## src/design/fnhf_pkg.sv

```systemverilog
// Package for the frame number hole finder.
// Holds field widths and parameter defaults; no dependencies.
package fnhf_pkg;

  localparam int DATA_W = 64;
  localparam int LEN_W  = 6;

  localparam int WORD_BITS_DEF = 64;
  localparam int PAGE_BITS_DEF = 12;

endpackage

```

## src/design/fnhf_if.sv

```systemverilog
// Channel interfaces for the frame number hole finder: request and result.
// Depends on fnhf_pkg for field widths.
interface fnhf_req_if;
  logic                        valid;
  logic                        ready;
  logic [fnhf_pkg::DATA_W-1:0] frame_mask;

  modport source (output valid, output frame_mask, input ready);
  modport sink   (input valid, input frame_mask, output ready);
endinterface

interface fnhf_rsp_if;
  logic                        valid;
  logic                        ready;
  logic                        found;
  logic [fnhf_pkg::LEN_W-1:0]  hole_length;
  logic [fnhf_pkg::LEN_W-1:0]  hole_start;
  logic [fnhf_pkg::DATA_W-1:0] low_frame_mask;
  logic [fnhf_pkg::DATA_W-1:0] low_address_mask;
  logic [fnhf_pkg::DATA_W-1:0] hole_bits_mask;
  logic [fnhf_pkg::DATA_W-1:0] high_frame_mask;
  logic [fnhf_pkg::DATA_W-1:0] high_address_mask;

  modport source (output valid, output found, output hole_length, output hole_start,
                  output low_frame_mask, output low_address_mask, output hole_bits_mask,
                  output high_frame_mask, output high_address_mask, input ready);
  modport sink   (input valid, input found, input hole_length, input hole_start,
                  input low_frame_mask, input low_address_mask, input hole_bits_mask,
                  input high_frame_mask, input high_address_mask, output ready);
endinterface

```

## src/design/frame_number_hole_finder_unit.sv

```systemverilog
// Frame number hole finder: bit-serial scan for the longest bounded zero run,
// then derivation of the compression masks. Depends on fnhf_pkg and fnhf_if.
//
//   channel  direction  payload
//   req      in         frame_mask
//   rsp      out        found, hole_length, hole_start, five 64-bit masks
//
// An item is loaded, then scanned word bit by word bit through the run length
// compare, and then the masks are built.
// rst is synchronous and clears the sequencer and the result valid.
// A result waiting on rsp does not block the next request; the mask build
// stalls until the result register is free.
module frame_number_hole_finder_unit #(
  parameter int WORD_BITS = fnhf_pkg::WORD_BITS_DEF,
  parameter int PAGE_BITS = fnhf_pkg::PAGE_BITS_DEF
) (
  input  logic           clk,
  input  logic           rst,
  fnhf_req_if.sink       req,
  fnhf_rsp_if.source     rsp
);

  localparam int DW   = fnhf_pkg::DATA_W;
  localparam int LW   = fnhf_pkg::LEN_W;
  localparam int IW   = $clog2(WORD_BITS);
  localparam int SW   = LW + 1;
  localparam int PAGE = PAGE_BITS % 64;
  localparam logic [IW-1:0] LAST = IW'(WORD_BITS - 1);

  typedef enum logic [1:0] {S_IDLE, S_SCAN, S_BUILD} state_t;

  state_t                 state;
  logic [WORD_BITS-1:0]   word;
  logic [IW-1:0]          idx;
  logic                   in_run;
  logic [IW-1:0]          run_at;
  logic [IW-1:0]          best_len;
  logic [IW-1:0]          best_at;

  logic                   out_valid;
  logic                   out_found;
  logic [LW-1:0]          out_len;
  logic [LW-1:0]          out_start;
  logic [DW-1:0]          out_lf, out_la, out_hm, out_hf, out_ha;

  logic [IW-1:0]          run_len;
  logic                   better;
  logic                   found;
  logic [SW-1:0]          at_w, end_w, addr_w;
  logic [DW-1:0]          wm, lf, la, hm, hf, ha;
  logic                   free;

  assign run_len = idx - run_at;
  assign better  = in_run && word[0] && (run_len > best_len);
  assign found   = best_len != '0;
  assign free    = !out_valid || rsp.ready;

  always_comb begin
    at_w   = SW'(best_at);
    end_w  = SW'(best_at) + SW'(best_len);
    addr_w = SW'(best_at) + SW'(PAGE);
    wm = '0;
    lf = '0;
    la = '0;
    hm = '0;
    hf = '0;
    ha = '0;
    for (int i = 0; i < DW; i++) begin
      wm[i] = i < WORD_BITS;
      lf[i] = wm[i] && (SW'(i) < at_w);
      hm[i] = wm[i] && (SW'(i) >= at_w) && (SW'(i) < end_w);
      hf[i] = wm[i] && !lf[i] && !hm[i];
      la[i] = wm[i] && ((addr_w >= SW'(DW)) || (SW'(i) < addr_w));
      if (i >= PAGE) begin
        ha[i] = wm[i] && hf[i-PAGE];
      end
    end
    if (!found) begin
      lf = wm;
      la = wm;
      hm = '0;
      hf = '0;
      ha = '0;
    end
  end

  always_ff @(posedge clk) begin
    if (rst) begin
      state     <= S_IDLE;
      out_valid <= 1'b0;
    end else begin
      if (state == S_BUILD && free) begin
        out_valid <= 1'b1;
      end else if (rsp.ready) begin
        out_valid <= 1'b0;
      end
      case (state)
        S_IDLE: begin
          if (req.valid) begin
            word     <= req.frame_mask[WORD_BITS-1:0];
            idx      <= '0;
            in_run   <= 1'b0;
            run_at   <= '0;
            best_len <= '0;
            best_at  <= '0;
            state    <= S_SCAN;
          end
        end
        S_SCAN: begin
          if (!word[0] && !in_run) begin
            in_run <= 1'b1;
            run_at <= idx;
          end else if (word[0]) begin
            in_run <= 1'b0;
          end
          if (better) begin
            best_len <= run_len;
            best_at  <= run_at;
          end
          word <= word >> 1;
          idx  <= idx + 1'b1;
          if (idx == LAST) begin
            state <= S_BUILD;
          end
        end
        S_BUILD: begin
          if (free) begin
            out_found <= found;
            out_len   <= LW'(best_len);
            out_start <= LW'(best_at);
            out_lf    <= lf;
            out_la    <= la;
            out_hm    <= hm;
            out_hf    <= hf;
            out_ha    <= ha;
            state     <= S_IDLE;
          end
        end
        default: begin
          state <= S_IDLE;
        end
      endcase
    end
  end

  assign req.ready             = state == S_IDLE;
  assign rsp.valid             = out_valid;
  assign rsp.found             = out_found;
  assign rsp.hole_length       = out_len;
  assign rsp.hole_start        = out_start;
  assign rsp.low_frame_mask    = out_lf;
  assign rsp.low_address_mask  = out_la;
  assign rsp.hole_bits_mask    = out_hm;
  assign rsp.high_frame_mask   = out_hf;
  assign rsp.high_address_mask = out_ha;

  a_busy_after_accept: assert property (@(posedge clk) disable iff (rst)
    req.valid && req.ready |=> !req.ready)
    else $error("request accepted while scan in progress");

  a_no_run_fields: assert property (@(posedge clk) disable iff (rst)
    rsp.valid && !rsp.found |-> rsp.hole_length == '0 && rsp.hole_start == '0
                                && rsp.hole_bits_mask == '0)
    else $error("empty result carries a run");

  a_masks_partition: assert property (@(posedge clk) disable iff (rst)
    rsp.valid && rsp.found |->
      (rsp.low_frame_mask & rsp.hole_bits_mask) == '0 &&
      (rsp.hole_bits_mask & rsp.high_frame_mask) == '0 &&
      (rsp.low_frame_mask | rsp.hole_bits_mask | rsp.high_frame_mask) == wm)
    else $error("frame masks do not partition the word");

  a_found_len: assert property (@(posedge clk) disable iff (rst)
    rsp.valid && rsp.found |-> rsp.hole_length != '0)
    else $error("found result with zero length");

endmodule

```

## src/flat_wrapper.sv

```systemverilog
// flat-port wrapper written by rule: the top's interface ports become plain ports
module frame_number_hole_finder_unit_flat 
#(
  parameter int WORD_BITS = fnhf_pkg::WORD_BITS_DEF,
  parameter int PAGE_BITS = fnhf_pkg::PAGE_BITS_DEF
)
  (clk, rst, req_valid, req_frame_mask, req_ready, rsp_valid, rsp_found, rsp_hole_length, rsp_hole_start, rsp_low_frame_mask, rsp_low_address_mask, rsp_hole_bits_mask, rsp_high_frame_mask, rsp_high_address_mask, rsp_ready);
  fnhf_req_if req_i ();
  fnhf_rsp_if rsp_i ();
  input  logic clk;
  input  logic rst;
  input wire logic [$bits(req_i.valid)-1:0] req_valid;
  input wire logic [$bits(req_i.frame_mask)-1:0] req_frame_mask;
  output wire logic [$bits(req_i.ready)-1:0] req_ready;
  output wire logic [$bits(rsp_i.valid)-1:0] rsp_valid;
  output wire logic [$bits(rsp_i.found)-1:0] rsp_found;
  output wire logic [$bits(rsp_i.hole_length)-1:0] rsp_hole_length;
  output wire logic [$bits(rsp_i.hole_start)-1:0] rsp_hole_start;
  output wire logic [$bits(rsp_i.low_frame_mask)-1:0] rsp_low_frame_mask;
  output wire logic [$bits(rsp_i.low_address_mask)-1:0] rsp_low_address_mask;
  output wire logic [$bits(rsp_i.hole_bits_mask)-1:0] rsp_hole_bits_mask;
  output wire logic [$bits(rsp_i.high_frame_mask)-1:0] rsp_high_frame_mask;
  output wire logic [$bits(rsp_i.high_address_mask)-1:0] rsp_high_address_mask;
  input wire logic [$bits(rsp_i.ready)-1:0] rsp_ready;
  assign req_i.valid = req_valid;
  assign req_i.frame_mask = req_frame_mask;
  assign req_ready = req_i.ready;
  assign rsp_valid = rsp_i.valid;
  assign rsp_found = rsp_i.found;
  assign rsp_hole_length = rsp_i.hole_length;
  assign rsp_hole_start = rsp_i.hole_start;
  assign rsp_low_frame_mask = rsp_i.low_frame_mask;
  assign rsp_low_address_mask = rsp_i.low_address_mask;
  assign rsp_hole_bits_mask = rsp_i.hole_bits_mask;
  assign rsp_high_frame_mask = rsp_i.high_frame_mask;
  assign rsp_high_address_mask = rsp_i.high_address_mask;
  assign rsp_i.ready = rsp_ready;
  frame_number_hole_finder_unit #(.WORD_BITS(WORD_BITS), .PAGE_BITS(PAGE_BITS)) u_core (.clk(clk), .rst(rst), .req(req_i), .rsp(rsp_i));
endmodule
```

## config.mk

```make
export PLATFORM = sky130hd
export DESIGN_NAME = frame_number_hole_finder_unit_flat
export DESIGN_NICKNAME = d
export VERILOG_FILES = /design/src/design/fnhf_pkg.sv /design/src/design/fnhf_if.sv /design/src/design/frame_number_hole_finder_unit.sv /design/src/flat_wrapper.sv
export SDC_FILE = /design/constraint.sdc
export NUM_CORES = 1
export LEC_CHECK = 0
export BUFFER_PORTS_ARGS = -buffer_cell sky130_fd_sc_hd__buf_4
export CORE_ASPECT_RATIO = 1.4
export CORE_MARGIN = 1
export CORE_UTILIZATION = 55
export DETAILED_ROUTE_END_ITERATION = 6
export GPL_TIMING_DRIVEN = 0
export PLACE_DENSITY = 0.83
export SETUP_SLACK_MARGIN = 0.3
export SLEW_MARGIN = 15
export SYNTH_ARGS = -nofsm -noshare
export SYNTH_HDL_FRONTEND = slang
export SYNTH_SLANG_ARGS = --single-unit
```

## constraint.sdc

```tcl
create_clock -name clk -period 53.8 [get_ports clk]
set_input_delay 2.69 -clock clk [delete_from_list [all_inputs] [get_ports clk]]
set_output_delay 2.69 -clock clk [all_outputs]
set_load 0.01 [all_outputs]
```

==> results.txt, run 1 <==
Synth area leaders = edfxtp_1 (67%), nand2_1 (6.5%), buf_4 (3.1%)
Max Clock Freq = 240.0 MHz
Req. time, crit path = 54.05 ns
Die Wd = 146.5 um
Core Area = 0.02859 mm2
Worst skew pair latency = 0.55 ns
CP Class = in2reg
Mapped Area = 0.01607 mm2
CTS Root Cell = clkbuf_16
Net Sw Frac = 25.97%
Rel. slew slack = 28.10%
DR vias = 12550
Hold Path Class = reg2reg
Per-cell routed wire length = 22.67 um
Die Footprint = 0.02991 mm2
Share of post-route cells with drive strength above 1 = 31.00%
Clock Sinks = 361
Synth area leader = edfxtp_1
Area growth syn-to-layout = 29.68%
RSZ-0062 raised after global routing = no
Commonest cells in the netlist = edfxtp_1 (358), nand2_1 (279), o21ai_0 (80)
Synthesized instance count = 1327
Initial drt markers = 1254
Drt drc = 0
Outcome = finished clean
Synth warn = 0
Yosys top cell area share = 66.91%
Max_cap viols = 0
Initial core utilization = 56.20%
Fillers = 1940
Startpoint Class = input port
Sum of negative setup slack = 0 ns
Tcrit/Tclk final = 7.745%
Data arrival, critical path = 4.42 ns
H-tree lvl count = 2
Clock-pin slew on the worst setup and hold paths = 0.06 ns
Setup Skew = 0.02768 ns
Die height = 204.2 um
Worst-Margin Slew = 1.079 ns
Most frequent cell after synthesis = edfxtp_1
Post-Syn Area per Cell = 12.11 um2
Site row count = 73
Psw = 169.9 uW
Antenna violations before repair = 0
Internal power = 484.3 uW
IO Pins = 403
Worst hold path cell count = 0
Clock Power Share = 36.2%
GP Congestion = 0.9696
Global Route Usage Sum = 33.39%
I/O Buffers = 390
R2R Setup Slk = 49.91 ns
Sequential Area = 0.01081 mm2
Multi-input gate area = 0.004389 mm2
CTS tree = built
# diodes = 0
Most used cell along the critical path = buf_4
Worst-path cell chain = buf_4 > nand2b_1 > nor3b_2 > buf_4 > buf_4 > buf_4 > buf_4 > buf_4
Vias per cell = 5.737
Peak supply drop = 0.02919 mV
Total power = 654.2 uW
Number of synthesized flops with an enable pin = 358
Hold buffers post-CTS = 0
Yosys cell types = 72
Final setup margin = 49.63 ns
First-pass GRT wire length = 73.62 mm
Final setup fails = 0
Vias in the first global route = 12410
Post-route insts no fill = 2188
Slowest-stage cell, CP = nor3b_2
PostCTS Resize Cnt = 0
Gate power share = 14.5%
Asr flop ratio synth = 0%
Post-Route WL = 49.61 mm
R2R cell count = 11
Final ANT Viol Nets = 0
Slew Limit Fails = 0
Final hold violation count = 0
Post-DP HPWL = 38.15 mm
Max Fanout on Critical Path = 13
Maximum clock insertion buffer count = 3
Largest net degree at the start of global routing = 64
Postcts setup bufs = 0
First-pass DRT Iterations = 6
CTS Buf Count = 34
DP Worst Slack = 49.06 ns
Crit end category = flip-flop
Nets = 1882
Leakage power = 0.008478 uW
Placed cell count = 2129
Sequential area share after synthesis = 67.28%
Register share of total power = 49.3%
CP max stage delay = 0.30 ns
Ys flop type = edfxtp_1
Min Clock Period, post-route = 4.167 ns
Gr ovfl total = 0
Number of synthesized register bits = 361
Pwr Density = 31.40 mW/mm2
## cell families (layout without fill, tap and decap cells)
kind of cell    after synthesis  after routing  synth area share [%]
fa+ha+maj                    24             24                 1.962
mux                           4              4                0.2803
buf+inv                     173            648                 5.723
other cells                   1             12               0.02334
compound gates              241            241                 9.656
xor+xnor                     13             13                0.7086
simple gates                510            510                 14.37
flops                       361            361                 67.28
## flip-flops by register name (all words and copies together), names as in the netlist, 64 cells and up
| register | count |
|---|---|
| u_core.rsp.hole_bits_mask | 64 |
| u_core.word | 64 |
| u_core.rsp.low_address_mask | 64 |
| u_core.rsp.high_frame_mask | 64 |
| u_core.rsp.low_frame_mask | 64 |
## power groups by stage
stage / registers [uW] / clock network, uW / logic (uW)
final: 323 / 237 / 94.6
after global routing: 323 / 248 / 102
after CTS: 323 / 238 / 91.9
after detailed placement: 329 / 0 / 91.1
after global placement: 329 / 0 / 88.5
after floorplan: 328 / 0 / 58.6
## layout by cell type, fill, tap and decap left out, drive strengths merged, types with 3 or more instances in the layout
cell type    n
buf        500
edfxtp     358
nand2      279
clkbuf      98
o21ai       80
nor2        77
a21oi       71
inv         34
nor2b       26
and2        26
ha          22
nor3        21
nand3       20
a211oi      19
nor3b       17
a31oi       16
and3        12
conb        12
clkinv      12
nand2b      10
a21o        10
xor2         7
xnor2        6
or3          6
o21a         5
o32ai        5
or2          4
o31ai        4
o211a        4
nand4        3
bufinv       3
dfxtp        3
mux2i        3
a221oi       3
a2111oi      3
a311oi       3
## worst max-delay path, delay by kind of cell
family	cells	cell delay, ns
AND/OR/NAND/NOR	2	0.44
buffers and inverters	6	1.26
## path summary, 6_finish.rpt
path | start | to
worst max-delay path | rsp_ready | u_core.rsp.hole_bits_mask[18]
worst min-delay path | u_core.best_at[0] | u_core.rsp.hole_start[0]
worst max register to register | u_core.idx[1] | u_core.best_at[2]
worst min register to register | u_core.best_at[0] | u_core.rsp.hole_start[0]
## metal layers
| metal | wire, um | vias to the layer above | GRT usage, % |
|---|---|---|---|
| li1 | - | 5598 | - |
| met1 | 16470 | 5933 | 36.67 |
| met2 | 25990 | 831 | 61.02 |
| met3 | 4443 | 191 | 6.607 |
| met4 | 2705 | 0 | 17.15 |
| met5 | 0 | - | 0 |
## per-stage QoR
stage | util (%) | hold WS, ns | instance area [um2]
after global routing | 72.89 | 0.5222 | 20840
after detailed placement | 69.08 | 0.4846 | 19750
after CTS | 72.87 | 0.5119 | 20830
after global placement | 68.23 | 0.4909 | 19510
final | 72.89 | 0.5017 | 20840
after floorplan | - | 0.4550 | 16110
## cell type report
cell class | instances | share of cell area (%)
inverter | 34 | 0.6245
clock buffer | 43 | 4.347
tap | 375 | 2.252
timing repair buffer | 416 | 15.17
sequential | 361 | 51.88
clock inverter | 16 | 0.8587
buffer | 139 | 3.801
multi-input combinational | 804 | 21.06
No activity file was read; power rests on OpenSTA's default activity.
==> inputs of run 2 (changes only) <==
- CORE_UTILIZATION: 55 -> 54
- PLACE_DENSITY: 0.83 -> 0.82
- clock period: 53.8 -> 4 ns (I/O delays scaled with it)
==> run 2 against run 1 <==
Final cell count up 2.9%; count of clock-buffer cells in the layout down 4; highest routed layer unchanged; critical endpoint is now u_core.rsp.high_frame_mask[0]; combinational power rose to 14 times the previous value; clock skew down 0.0076 ns; power rose to 14 times the previous value; clock power rose to 14 times the previous value.
==> results.txt, run 2 (synthesis results as in run 1) <==
Post-DP HPWL = 37.64 mm
Worst r2r dst = u_core.rsp.high_frame_mask[0]
Vias per cell = 5.774
Antenna violations before repair = 2
DR vias = 13000
H-tree lvl count = 2
Die Wd = 147.8 um
First-pass GRT wire length = 75.65 mm
Setup Skew = 0.02004 ns
Hold Path Class = in2reg
DP Worst Slack = -0.02763 ns
Crit end category = flip-flop
Final setup margin = 0.3507 ns
Clock-pin slew on the worst setup and hold paths = 0.07 ns
CP Class = reg2reg
Fin area = 0.02158 mm2
RSZ-0062 raised after global routing = no
Per-cell routed wire length = 23.12 um
Final ANT Viol Nets = 0
Initial drt markers = 1379
Internal power = 6551 uW
First-pass DRT Iterations = 6
R2R cell count = 7
Slowest-stage cell, CP = a211oi_4
Initial core utilization = 54.92%
Clock Sinks = 361
Leakage power = 0.008752 uW
Min Clock Period, post-route = 3.649 ns
Share of post-route cells with drive strength above 1 = 30.32%
Most used cell along the critical path = a211oi_4
CTS tree = built
Commonest non-fill, non-tap cells in the layout = buf_4 (456), edfxtp_1 (358), nand2_1 (279)
Die height = 206.1 um
Slew Limit Fails = 0
Psw = 2331 uW
Worst-case hold path end point = u_core.word[14]
Area growth syn-to-layout = 34.30%
Clock Power Share = 36.0%
Worst hold path cell count = 3
Site row count = 74
Max Clock Freq = 274.0 MHz
Hold wc startpoint = req_frame_mask[14]
Final hold violation count = 0
Core Area = 0.02926 mm2
Largest net degree at the start of global routing = 65
IO Pins = 403
Gate power share = 15.1%
GP Congestion = 0.9454
Post-layout util = 73.76%
Post-Route WL = 52.07 mm
Maximum clock insertion buffer count = 3
Net Sw Frac = 26.25%
Startpoint Class = flip-flop
Worst-Margin Slew = 1.011 ns
CP max stage delay = 0.58 ns
Most common cell after layout, fill and taps aside = buf_4
Placed Area = 0.01984 mm2
Pwr Density = 411.6 mW/mm2
Rel. slew slack = 32.16%
Tcrit/Tclk final = 91.23%
Post-route insts no fill = 2252
Worst skew pair latency = 0.53 ns
I/O Buffers = 390
Fillers = 1896
Final setup fails = 0
Die Footprint = 0.03046 mm2
CP startpoint = u_core.best_len[0]
R2R Setup Slk = 0.35 ns
CTS Buf Count = 34
Reg2reg start = u_core.best_len[0]
Outcome = finished clean
CTS Root Cell = clkbuf_16
Max_cap viols = 0
Req. time, crit path = 4.27 ns
Placed cell count = 2128
Worst-path cell chain = ha_1 > fa_1 > a211oi_4 > o21bai_1 > a211oi_4 > nand2_1 > nor3_1
Data arrival, critical path = 3.92 ns
Drt drc = 0
Nets = 1938
Max Fanout on Critical Path = 8
Vias in the first global route = 12540
Register share of total power = 48.9%
Gr ovfl total = 0
Global Route Usage Sum = 34.19%
Peak supply drop = 0.3189 mV
## run 2: power by group through the flow
stage / sequential [uW] / combinational (uW) / clock [uW]
after floorplan: 4410 / 789 / 0
after global placement: 4420 / 1190 / 0
after detailed placement: 4420 / 1230 / 0
after CTS: 4340 / 1290 / 3210
after global routing: 4350 / 1440 / 3320
final: 4340 / 1340 / 3200
## run 2: how the worst max path moves through the flow
stage,to,slack [ns],depth (start not counted)
detailed placement,u_core.best_at[2],-0.03,11
finish,u_core.rsp.high_frame_mask[0],0.35,7
global placement,u_core.rsp.high_frame_mask[0],-5.78,2
global route,u_core.rsp.high_frame_mask[0],0.31,7
CTS,u_core.best_at[1],0.34,11
floorplan,u_core.rsp.found,-3.70,2
## run 2: area by class of cell
type                       instances  area, um2  share of cell area [%]
clock inverter                    21      192.7                  0.8929
buffer                           139      792.0                   3.670
tap                              380      475.5                   2.203
timing repair buffer             472       3867                   17.92
sequential                       361      10810                   50.10
inverter                          34      130.1                  0.6030
multi-input combinational        804       4414                   20.46
clock buffer                      39      890.9                   4.128
antenna                            2      5.005                 0.02319
## run 2: timing repair
action                     CTS  global route
hold buffers                61             0
gates cloned                 0             0
buffers inserted             0             1
hold endpoints to repair    61             0
pin swaps                    0             1
gates resized for setup      1             1
setup endpoints to repair   12            12
## run 2: metrics by stage
step	power, uW	hold WS (ns)	setup TNS, ns
2_1_floorplan	5196	0.2691	-994.64
6_report	8882	0.006759	0
5_1_grt	9106	0.01075	0
3_3_place_gp	5612	0.4124	-1547.14
3_5_place_dp	5650	0.4119	-0.3255
4_1_cts	8834	0.001119	0
## run 2: critical path: cells and delay by family, from the launching register on
family                   cells  cell delay [ns]
flip-flops                   1             0.48
adder cells (fa/ha/maj)      2             0.77
AND/OR/NAND/NOR              2             0.90
AO/OA/AOI/OAI                3             1.22
## run 2: metal layers
metal	up-vias	global-route usage, %	wire, um
met5	-	0	0
met4	0	16.49	2612
met3	177	6.556	4853
met2	927	64.39	27790
met1	6192	36.39	16810
li1	5706	-	-
